`src/design/cil_pkg.sv`:
```
// shared constants, codes and types of the compacting indexed list
package cil_pkg;

	localparam int CAPACITY = 64;
	localparam int ADDR_W   = $clog2(CAPACITY);
	localparam int CNT_W    = $clog2(CAPACITY + 1);
	localparam int CMP_W    = (CNT_W > 8) ? CNT_W : 8;
	localparam int WORD_W   = 32;

	localparam logic [1:0] OP_APPEND = 2'd0;
	localparam logic [1:0] OP_REMOVE = 2'd1;
	localparam logic [1:0] OP_READ   = 2'd2;

	localparam logic [1:0] ST_OK    = 2'd0;
	localparam logic [1:0] ST_RANGE = 2'd1;
	localparam logic [1:0] ST_FULL  = 2'd2;

	localparam logic [WORD_W-1:0] READ_ERR_VALUE = '1;

	typedef struct packed {
		logic [WORD_W-1:0] read_value;
		logic [6:0]        count;
		logic [1:0]        status;
	} res_t;

	typedef struct packed {
		logic              we;
		logic [ADDR_W-1:0] waddr;
		logic [WORD_W-1:0] wdata;
		logic              re;
		logic [ADDR_W-1:0] raddr;
	} ram_req_t;

endpackage

```
`src/design/compacting_indexed_list.sv`:
```
// top level of the compacting indexed list: sequencer, element ram and output register
//
// Request channel: in_valid / in_stall carry op, value and index. op selects
// append of value at the tail, remove at index (later elements move down one
// place) or read at index; an unused op changes nothing and reports ok.
// Result channel: out_valid / out_stall carry read_value, count and status,
// exactly one result beat per request beat, in request order.
// Sequence: append, an unused op, a refused request and removal of the last element
// finish in the request beat; their result is valid the cycle after the request beat.
// A read waits for the registered ram read and then loads the output register.
// A remove at index i moves every later element down one place: the element ram
// moves one word per cycle through its single read and single write port.
// The block holds one request at a time; in_stall is high while a request is
// in progress or while the output register holds a result that is stalled.
// Reset clears the element count and all control state; ram contents are not
// cleared, since positions at or beyond the count are never read.
// A stalled result waits in the output register unchanged until taken.
module compacting_indexed_list (
	input  logic               clk,
	input  logic               arst_n,
	input  logic               in_valid,
	output logic               in_stall,
	input  logic [1:0]         op,
	input  logic signed [31:0] value,
	input  logic [7:0]         index,
	output logic               out_valid,
	input  logic               out_stall,
	output logic signed [31:0] read_value,
	output logic [6:0]         count,
	output logic [1:0]         status
);

	cil_pkg::res_t                 res;
	cil_pkg::ram_req_t             ram_req;
	logic [cil_pkg::WORD_W-1:0]    ram_rdata;
	logic                          push;
	logic                          out_free;

	logic                          out_valid_q;
	cil_pkg::res_t                 out_res_q;

	// output stage can take a new beat when empty or draining this cycle
	assign out_free = !out_valid_q || !out_stall;

	cil_seq u_seq (
		.clk       (clk),
		.arst_n    (arst_n),
		.in_valid  (in_valid),
		.in_stall  (in_stall),
		.op        (op),
		.value     (value),
		.index     (index),
		.out_free  (out_free),
		.push      (push),
		.res       (res),
		.ram_req   (ram_req),
		.ram_rdata (ram_rdata)
	);

	// element store
	cil_ram #(
		.WIDTH (cil_pkg::WORD_W),
		.DEPTH (cil_pkg::CAPACITY)
	) u_ram (
		.clk   (clk),
		.we    (ram_req.we),
		.waddr (ram_req.waddr),
		.wdata (ram_req.wdata),
		.re    (ram_req.re),
		.raddr (ram_req.raddr),
		.rdata (ram_rdata)
	);

	// output register: valid flag under reset, payload without
	always_ff @(posedge clk or negedge arst_n) begin
		if (!arst_n) begin
			out_valid_q <= 1'b0;
		end else if (push) begin
			out_valid_q <= 1'b1;
		end else if (!out_stall) begin
			out_valid_q <= 1'b0;
		end
	end

	always_ff @(posedge clk) begin
		if (push) begin
			out_res_q <= res;
		end
	end

	assign out_valid  = out_valid_q;
	assign read_value = out_res_q.read_value;
	assign count      = out_res_q.count;
	assign status     = out_res_q.status;

endmodule

```
`src/design/cil_ram.sv`:
```
// generic simple dual-port ram with registered read
module cil_ram #(
	parameter int WIDTH = 32,
	parameter int DEPTH = 64
) (
	input  logic                     clk,
	input  logic                     we,
	input  logic [$clog2(DEPTH)-1:0] waddr,
	input  logic [WIDTH-1:0]         wdata,
	input  logic                     re,
	input  logic [$clog2(DEPTH)-1:0] raddr,
	output logic [WIDTH-1:0]         rdata
);

	logic [WIDTH-1:0] mem_q [DEPTH];
	logic [WIDTH-1:0] rdata_q;

	always_ff @(posedge clk) begin
		if (we) begin
			mem_q[waddr] <= wdata;
		end
		if (re) begin
			rdata_q <= mem_q[raddr];
		end
	end

	assign rdata = rdata_q;

endmodule

```
`src/design/cil_seq.sv`:
```
// request sequencer: decodes requests, drives the element ram, runs the shift loop
module cil_seq (
	input  logic                          clk,
	input  logic                          arst_n,
	input  logic                          in_valid,
	output logic                          in_stall,
	input  logic [1:0]                    op,
	input  logic signed [31:0]            value,
	input  logic [7:0]                    index,
	input  logic                          out_free,
	output logic                          push,
	output cil_pkg::res_t                 res,
	output cil_pkg::ram_req_t             ram_req,
	input  logic [cil_pkg::WORD_W-1:0]    ram_rdata
);

	typedef enum logic [1:0] {
		S_IDLE,
		S_RDWAIT,
		S_SHIFT
	} state_t;

	state_t                      state_q;
	logic [cil_pkg::CNT_W-1:0]   fill_q;
	logic [cil_pkg::ADDR_W-1:0]  k_q;

	logic                        acc;
	logic                        in_range;
	logic                        full;
	logic                        shift_needed;
	logic                        last;
	logic [cil_pkg::CMP_W-1:0]   idx_ext;
	logic [cil_pkg::CMP_W-1:0]   fill_ext;
	logic [cil_pkg::CNT_W-1:0]   fill_inc;
	logic [cil_pkg::CNT_W-1:0]   fill_dec;
	logic [cil_pkg::CNT_W-1:0]   k_plus2;
	logic [cil_pkg::ADDR_W-1:0]  idx_a;

	always_comb begin
		in_stall     = (state_q != S_IDLE) || !out_free;
		acc          = in_valid && !in_stall;
		idx_ext      = cil_pkg::CMP_W'(index);
		fill_ext     = cil_pkg::CMP_W'(fill_q);
		in_range     = idx_ext < fill_ext;
		full         = fill_q >= cil_pkg::CNT_W'(cil_pkg::CAPACITY);
		shift_needed = (idx_ext + cil_pkg::CMP_W'(1)) < fill_ext;
		fill_inc     = fill_q + cil_pkg::CNT_W'(1);
		fill_dec     = fill_q - cil_pkg::CNT_W'(1);
		k_plus2      = cil_pkg::CNT_W'(k_q) + cil_pkg::CNT_W'(2);
		last         = k_plus2 >= fill_q;
		idx_a        = index[cil_pkg::ADDR_W-1:0];

		push           = 1'b0;
		res.read_value = '0;
		res.count      = 7'(fill_q);
		res.status     = cil_pkg::ST_OK;
		ram_req.we     = 1'b0;
		ram_req.waddr  = fill_q[cil_pkg::ADDR_W-1:0];
		ram_req.wdata  = value;
		ram_req.re     = 1'b0;
		ram_req.raddr  = idx_a;

		case (state_q)
			S_IDLE: begin
				if (acc) begin
					case (op)
						cil_pkg::OP_APPEND: begin
							push = 1'b1;
							if (full) begin
								res.status = cil_pkg::ST_FULL;
							end else begin
								ram_req.we = 1'b1;
								res.count  = 7'(fill_inc);
							end
						end
						cil_pkg::OP_REMOVE: begin
							if (!in_range) begin
								push       = 1'b1;
								res.status = cil_pkg::ST_RANGE;
							end else if (shift_needed) begin
								ram_req.re    = 1'b1;
								ram_req.raddr = idx_a + cil_pkg::ADDR_W'(1);
							end else begin
								push      = 1'b1;
								res.count = 7'(fill_dec);
							end
						end
						cil_pkg::OP_READ: begin
							if (!in_range) begin
								push           = 1'b1;
								res.status     = cil_pkg::ST_RANGE;
								res.read_value = cil_pkg::READ_ERR_VALUE;
							end else begin
								ram_req.re = 1'b1;
							end
						end
						default: begin
							push = 1'b1;
						end
					endcase
				end
			end
			S_RDWAIT: begin
				push           = 1'b1;
				res.read_value = ram_rdata;
			end
			S_SHIFT: begin
				// element k+1 is on the read port, store it one place down
				ram_req.we    = 1'b1;
				ram_req.waddr = k_q;
				ram_req.wdata = ram_rdata;
				if (last) begin
					push      = 1'b1;
					res.count = 7'(fill_dec);
				end else begin
					ram_req.re    = 1'b1;
					ram_req.raddr = k_plus2[cil_pkg::ADDR_W-1:0];
				end
			end
			default: begin
				push = 1'b0;
			end
		endcase
	end

	always_ff @(posedge clk or negedge arst_n) begin
		if (!arst_n) begin
			state_q <= S_IDLE;
			fill_q  <= '0;
			k_q     <= '0;
		end else begin
			case (state_q)
				S_IDLE: begin
					if (acc) begin
						case (op)
							cil_pkg::OP_APPEND: begin
								if (!full) begin
									fill_q <= fill_inc;
								end
							end
							cil_pkg::OP_REMOVE: begin
								if (in_range && shift_needed) begin
									state_q <= S_SHIFT;
									k_q     <= idx_a;
								end else if (in_range) begin
									fill_q <= fill_dec;
								end
							end
							cil_pkg::OP_READ: begin
								if (in_range) begin
									state_q <= S_RDWAIT;
								end
							end
							default: begin
								state_q <= S_IDLE;
							end
						endcase
					end
				end
				S_RDWAIT: begin
					state_q <= S_IDLE;
				end
				S_SHIFT: begin
					if (last) begin
						fill_q  <= fill_dec;
						state_q <= S_IDLE;
					end else begin
						k_q <= k_q + cil_pkg::ADDR_W'(1);
					end
				end
				default: begin
					state_q <= S_IDLE;
				end
			endcase
		end
	end

	// a result is only produced when the output stage can take it
	a_push_free: assert property (@(posedge clk) disable iff (!arst_n)
		push |-> out_free)
		else $error("result produced while output stage is occupied");

	a_fill_bound: assert property (@(posedge clk) disable iff (!arst_n)
		fill_q <= cil_pkg::CNT_W'(cil_pkg::CAPACITY))
		else $error("fill count beyond capacity");

	// the shift loop never writes at or past the last held element
	a_shift_bound: assert property (@(posedge clk) disable iff (!arst_n)
		(state_q == S_SHIFT) |-> (k_plus2 <= fill_q))
		else $error("shift loop ran past the tail");

	a_append_grows: assert property (@(posedge clk) disable iff (!arst_n)
		(acc && op == cil_pkg::OP_APPEND && !full) |=> (fill_q == $past(fill_inc)))
		else $error("append did not grow the list");

	a_no_accept_busy: assert property (@(posedge clk) disable iff (!arst_n)
		(state_q != S_IDLE) |-> !acc)
		else $error("request taken while a request is in progress");

endmodule

```
`config.mk`:
```
export PLATFORM = sky130hd
export DESIGN_NAME = compacting_indexed_list
export DESIGN_NICKNAME = d
export VERILOG_FILES = /design/src/design/cil_pkg.sv /design/src/design/compacting_indexed_list.sv /design/src/design/cil_ram.sv /design/src/design/cil_seq.sv
export SDC_FILE = /design/constraint.sdc
export NUM_CORES = 2
export LEC_CHECK = 0
export BUFFER_PORTS_ARGS = -buffer_cell sky130_fd_sc_hd__buf_2
export CAP_MARGIN = 20
export CORE_MARGIN = 2
export CORE_UTILIZATION = 45
export DETAILED_ROUTE_END_ITERATION = 10
export SKIP_CTS_REPAIR_TIMING = 1
export SLEW_MARGIN = 10
export SYNTH_ARGS = -nofsm -noshare
export SYNTH_HDL_FRONTEND = slang
export SYNTH_SLANG_ARGS = --single-unit
```
`constraint.sdc`:
```
create_clock -name clk -period 8.85 [get_ports clk]
set_input_delay 1.77 -clock clk [delete_from_list [all_inputs] [get_ports clk]]
set_output_delay 1.77 -clock clk [all_outputs]
set_load 0.01 [all_outputs]
```
### After elaboration in Yosys (flattened, before gate mapping)

Memories as Yosys holds them, arrays and structs flattened. A register that Yosys moved wholly into a read port is not among the register bits.
Index checks and enable logic that the tools add are counted.

| operators by class | value |
|---|---|
| $add $sub $neg | 6 |
| eq/ne operators | 16 |
| muxes and demuxes | 53 |
| order comparisons | 4 |
| reductions and logical operators | 17 |

Operators by type and width:

| kind | number |
|---|---|
| $mux W7 | 11 |
| $pmux W7 S2 | 5 |
| $mux W32 | 2 |
| $pmux W32 S2 | 1 |
| $mux W41 | 1 |
| $mux W38 | 1 |
| $mux W6 | 5 |
| $lt A8 B7 Y1 | 2 |
| $reduce_and A5 Y1 | 3 |
| $mux W1 | 14 |
| $add A6 B1 Y6 const B | 2 |
| $pmux W6 S2 | 1 |
| $mux W2 | 5 |
| $ne A3 B2 Y1 const B | 3 |
| $add A8 B1 Y8 const B | 1 |
| $ne A2 B1 Y1 const B | 4 |
| $pmux W2 S2 | 2 |
| $add A6 B2 Y7 const B | 1 |
| $add A7 B1 Y7 const B | 1 |
| $ge A7 B7 Y1 | 1 |
| $ge A7 B7 Y1 const B | 1 |
| $sub A7 B1 Y7 const B | 1 |
| $ne A2 B2 Y1 const B | 3 |
| $ne A3 B3 Y1 const B | 2 |
| other kinds (12) | 23 |

| storage, ports and cells | value |
|---|---|
| word-level logic and storage cells | 104 |
| output and inout port bits | 43 |
| input bits | 46 |
| memory bits (writable) | 2048 |
| memories | 1 |
| register bits after elaboration | 57 |

Memory list:

| name | depth | width | read ports | clocked after memory_dff | write ports | RTL line | RTL |
|---|---|---|---|---|---|---|---|
| u_ram.mem_q | 64 | 32 | 1 | 1 | 1 | cil_ram.sv:15 | `logic [WIDTH-1:0] mem_q [DEPTH];` |

### Depth between registers and ports, before layout

| depth | value |
|---|---|
| word-level depth | 10 |
| mapped depth | 21 |

### Cells and area by module

Synthesis repeated with hierarchy kept, for this count alone.

| second synthesis, totals | value |
|---|---|
| cells, all modules | 3871 |
| area, all modules | 83457.5 µm² |

By module, submodules not included:

| module | area an instance (µm²) | seq. area each (µm²) | times used | cells each |
|---|---|---|---|---|
| cil_ram | 78833.1 | 62459.9 | 1 | 3324 |
| cil_seq | 3357.0 | 375.4 | 1 | 503 |
| compacting_indexed_list | 1267.5 | 1256.2 | 1 | 44 |

### Least setup slack after synthesis

OpenSTA, ideal clock, no wires.

| timing path | value |
|---|---|
| path kind | in2reg |
| start | input port index[0] |
| end | register out_res_q, in the netlist count[0] (enable) |
| path slack | 1868 ps |
| stages | 11 |
| required time | 8352 ps |
| setup time | 498 ps |
| arrival | 6485 ps |
| cells stage by stage | ha_1 and3_1 nand3_1 xnor2_1 ha_1 o2111ai_1 a21oi_1 nor2_1 a21oi_1 nor2b_1 o21ai_0 |

| between the ends | value |
|---|---|
| word-level cells in the longest chain between the ends | 7 |

Ends and longest elaborated chain:

| element | RTL line | RTL |
|---|---|---|
| from (decl) | compacting_indexed_list.sv:25 | `input logic [7:0] index,` |
| $add A8 B1 Y8 | cil_seq.sv:46 | `shift_needed = (idx_ext + cil_pkg::CMP_W'(1)) < fill_ext;` |
| $lt A8 B7 Y1 | cil_seq.sv:46 |  |
| $mux W1 | cil_seq.sv:80 | `end else if (shift_needed) begin` |
| $mux W1 | cil_seq.sv:77 | `if (!in_range) begin` |
| $pmux W1 S2 * | cil_seq.sv:66 | `case (op)` |
| $mux W1 * | cil_seq.sv:65 | `if (acc) begin` |
| $pmux W1 S3 * | cil_seq.sv:63 | `case (state_q)` |
| via push | compacting_indexed_list.sv:36 | `logic push;` |
| to (signal assigned) | compacting_indexed_list.sv:87 | `out_res_q <= res;` |
| to (decl) | compacting_indexed_list.sv:40 | `cil_pkg::res_t out_res_q;` |

Mark *: on every way through the listed nets, which the timed path passes. The rest lies on a longest branch.
A chain may end at the register's enable or synchronous reset.

### Final worst setup path

| timing path | value |
|---|---|
| start | input port index[0] |
| end | register u_ram.rdata_q[22], in the netlist u_ram.rdata[22], read port of u_ram.mem_q, data pin |

| between the ends | value |
|---|---|
| word-level cells in the longest chain between the ends | 7 |

Ends and longest elaborated chain:

| element | RTL line | RTL |
|---|---|---|
| $add A8 B1 Y8 | cil_seq.sv:46 |  |
| $lt A8 B7 Y1 | cil_seq.sv:46 |  |
| $mux W7 | cil_seq.sv:80 |  |
| $mux W7 | cil_seq.sv:77 |  |
| $pmux W1 S2 / $mux W6 (equally long branches) | cil_seq.sv:66 |  |
| $mux W7 | cil_seq.sv:65 |  |
| $pmux W7 S2 * | cil_seq.sv:63 |  |
| to (decl) | cil_ram.sv:16 | `logic [WIDTH-1:0] rdata_q;` |

Mark *: on every way between the ends. The rest lies on a longest branch, timed or not.

==> results.sh <==
export IMPL_status="finished, final reports clean"
export IMPL_syn2layout_area_growth_pct=12.55
export IMPL_cap_violations=0
export IMPL_synth_top_area_share=0.7420
export IMPL_rsz0062_at_grt="false"
export IMPL_cp_max_fo=11
export IMPL_htreeDepth=4
export IMPL_placedInstanceArea_um2=90120
export IMPL_num_io_pins=89
export IMPL_clock_sinks=2137
export IMPL_die_h_um=440.7
export IMPL_power_density_nw_per_um2=259.8
export IMPL_min_path_cells=1
export IMPL_stdcell_count=9268
export IMPL_cts_tree="built"
export IMPL_clock_skew_ns=0.04735
export IMPL_synth_top_area_cell="edfxtp_1"
export IMPL_worst_pin_slew_ns=1.394
export IMPL_post_place_cells=8883
export IMPL_path_clk_slew_ns=0.06
export IMPL_die_area_um2=194300
export IMPL_yosys_warnings=0
export IMPL_p_leak_nw=33.11
export IMPL_cp_data_arrival_time_ns=7.84
export IMPL_ys_ff_latch=2137
export IMPL_cts_path_max_buffers=3
export IMPL_synth_cells=6487
export IMPL_die_w_um=440.7
export IMPL_drc=0
export IMPL_seq_area_frac_synth=0.7467
export IMPL_maxSlewHeadroom=0.06098
export IMPL_worstPathRequired_ns=9.55
export IMPL_final_min_clock_period_ns=7.139
export IMPL_cts_root_buf="clkbuf_16"
export IMPL_synth_ff_type="edfxtp_1"
export IMPL_place_gp_congestion=0.9230
export IMPL_via_count=57120
export IMPL_via_per_inst=6.163
export IMPL_hp_start="u_ram.rdata[7]$_DFFE_PP_"
export IMPL_initial_utilization=0.4523
export IMPL_grt_overflow=0
export IMPL_hold_class="flip-flop to flip-flop"
export IMPL_grt_max_degree=151
export IMPL_grt_antenna_before_repair=6
export IMPL_layout_nets=6658
export IMPL_fmax_mhz=140.1
export IMPL_reg2reg_to="u_ram.rdata[22]$_DFFE_PP_"
export IMPL_post_drt_wl_per_cell_um=30.77
export IMPL_grt_use_total=0.2899
export IMPL_drtIter0Drc=8656
export IMPL_finalSetupTns_ns=0
export IMPL_fin_area_um2=96600
export IMPL_yosysMostFrequentCell="edfxtp_1"
export IMPL_dp_hpwl_mm=162.6
export IMPL_rows=160
export IMPL_worstSetupPathType="input port to flip-flop"
export IMPL_slew_violations=0
export IMPL_synth_commonest_cells="2121 x edfxtp_1, 1876 x nand2_1, 810 x nand3_1, 207 x buf_2, 144 x clkbuf_1"
export IMPL_wirelength_mm=285.2
export IMPL_ant_nets=0
export IMPL_yosysUniqueCellTypes=72
export IMPL_grt_pass1_vias=53660
export IMPL_end_kind="flip-flop"
export IMPL_drive_gt1_frac=0.1070
export IMPL_reg2reg_depth=13
export IMPL_syn_num_nets=6562
export IMPL_setup_viol=0
export IMPL_hold_end="read_value[7]$_DFFE_PP_"
export IMPL_avgSynthCellArea_um2=13.23
export IMPL_clkLatencyLatePin_ns=0.86
export IMPL_synthTopCellsByArea="edfxtp_1 74%, nand2_1 8.2%, nand3_1 4.7%"
export IMPL_port_buffers=88
export IMPL_rr_startpoint="u_seq.fill_q[5]$_DFFE_PN0P_"
export IMPL_core_area_um2=189800
export IMPL_period_share=0.8067
export IMPL_numCtsBuffers=208
export IMPL_grt_pass1_wl_mm=401.0
export IMPL_detail_route_first_pass_iterations=7
export IMPL_syn_area_um2=85830
export IMPL_ir_drop_mv=0.1583
export IMPL_rrSetupSlack_ns=1.93
export IMPL_crit_path_start_kind="input port"
export IMPL_finalHoldViolations=0
export IMPL_ys_async_sr_fraction=0.007487
export IMPL_synth_edf_count=2121
-- how the worst max path moves through the flow --
stage | start | to | slack (ns) | cells after the start
after floorplan | index[0] | count[0]$_DFFE_PP_ | 1.87 | 11
after global placement | index[0] | u_ram.rdata[22]$_DFFE_PP_ | 1.10 | 16
after detailed placement | index[0] | u_ram.rdata[7]$_DFFE_PP_ | 1.10 | 17
after CTS | index[0] | u_ram.rdata[22]$_DFFE_PP_ | 2.00 | 16
after global routing | index[0] | u_ram.rdata[22]$_DFFE_PP_ | 1.57 | 16
final | index[0] | u_ram.rdata[22]$_DFFE_PP_ | 1.71 | 16
-- sequential cells by signal, summed over array words and instances, names as in the netlist --
register and count:
u_ram.mem_q 2048, read_value 32, u_ram.rdata 32, count 7, u_seq.fill_q 7, u_seq.k_q 6
status 2, u_seq.state_q 2, out_valid 1
-- stage by stage --
stage | power (mW) | worst slack [ns] | hold slack [ns] | util
6_report | 25.10 | 1.711 | 0.5589 | 0.5090
5_1_grt | 25.82 | 1.567 | 0.5779 | 0.5090
4_1_cts | 25.08 | 2.004 | 0.5620 | 0.5089
3_5_place_dp | 16.63 | 1.104 | 0.5537 | 0.4749
3_3_place_gp | 16.59 | 1.099 | 0.5494 | 0.4747
2_1_floorplan | 14.68 | 1.868 | 0.5208 | -
-- cells by family after synthesis --
family,synth area share
AOI/OAI and AO/OA,0.04806
xor gates and xnor gates,0.001531
adders and majority gates,0.004227
buffers and inverters,0.02366
DFF,0.7467
muxes,0.01447
and+or+nand+nor,0.1614
-- critical path, cell delays in order --
cell and delay, ns:
buf_2 0.23, ha_1 0.25, and3_1 0.27, nand3_1 0.13, xnor2_1 0.15, ha_1 0.29
a21oi_1 0.14, nand3_1 0.23, nor4_2 0.60, a211o_1 0.24, and3_1 0.85, nand2_1 0.77
nor2_1 1.13, nand3_1 0.48, nand4_1 0.17, nand4b_1 0.12
-- final cells by class --
cell class                      count  area [µm²]
Antenna cell                        3       7.507
Clock buffer                      261        5468
Clock inverter                    120       988.4
Fill cell                       16050       93180
Inverter                           18       67.56
Multi-Input combinational cell   3917       20470
Sequential cell                  2137       64090
Tap cell                         2511        3142
Timing Repair Buffer              301        2369
-- cells in the final DEF, fill, tap and decap left out, types with 9 or more instances in the layout --
cell type	instances
a211oi_1	12
a21o_1	47
a21oi_1	89
a221oi_1	25
a222oi_1	10
a22oi_1	16
a311oi_1	31
a31oi_1	136
a32oi_1	88
and3_1	139
buf_12	26
buf_2	88
buf_4	186
bufinv_16	13
clkbuf_1	50
clkbuf_16	211
clkinv_1	55
clkinv_2	36
dfrtp_1	16
edfxtp_1	2121
ha_1	29
inv_1	13
mux2i_1	123
nand2_1	1844
nand2_2	30
nand3_1	810
nand4_1	117
nor2_1	52
nor2_4	71
nor3_1	15
o21ai_0	59
or3_1	17
or4_1	9
xnor2_1	13
-- per-layer routing --
layer / vias up / share of wire / track usage
met5: - / 0.00015 / 0
met4: 6 / 0.056 / 0.1467
met3: 625 / 0.11 / 0.06202
met2: 3407 / 0.45 / 0.4426
met1: 28780 / 0.38 / 0.3935
li1: 24300 / - / -
-- power by group --
part / internal, mW / total [mW] / switching (mW)
Sequential: 11.6 / 11.8 / 0.182
Clock: 4.75 / 8.59 / 3.84
Combinational: 1.18 / 4.70 / 3.51
Total: 17.6 / 25.1 / 7.54
Note: power is estimated with default switching activity, not from simulation.
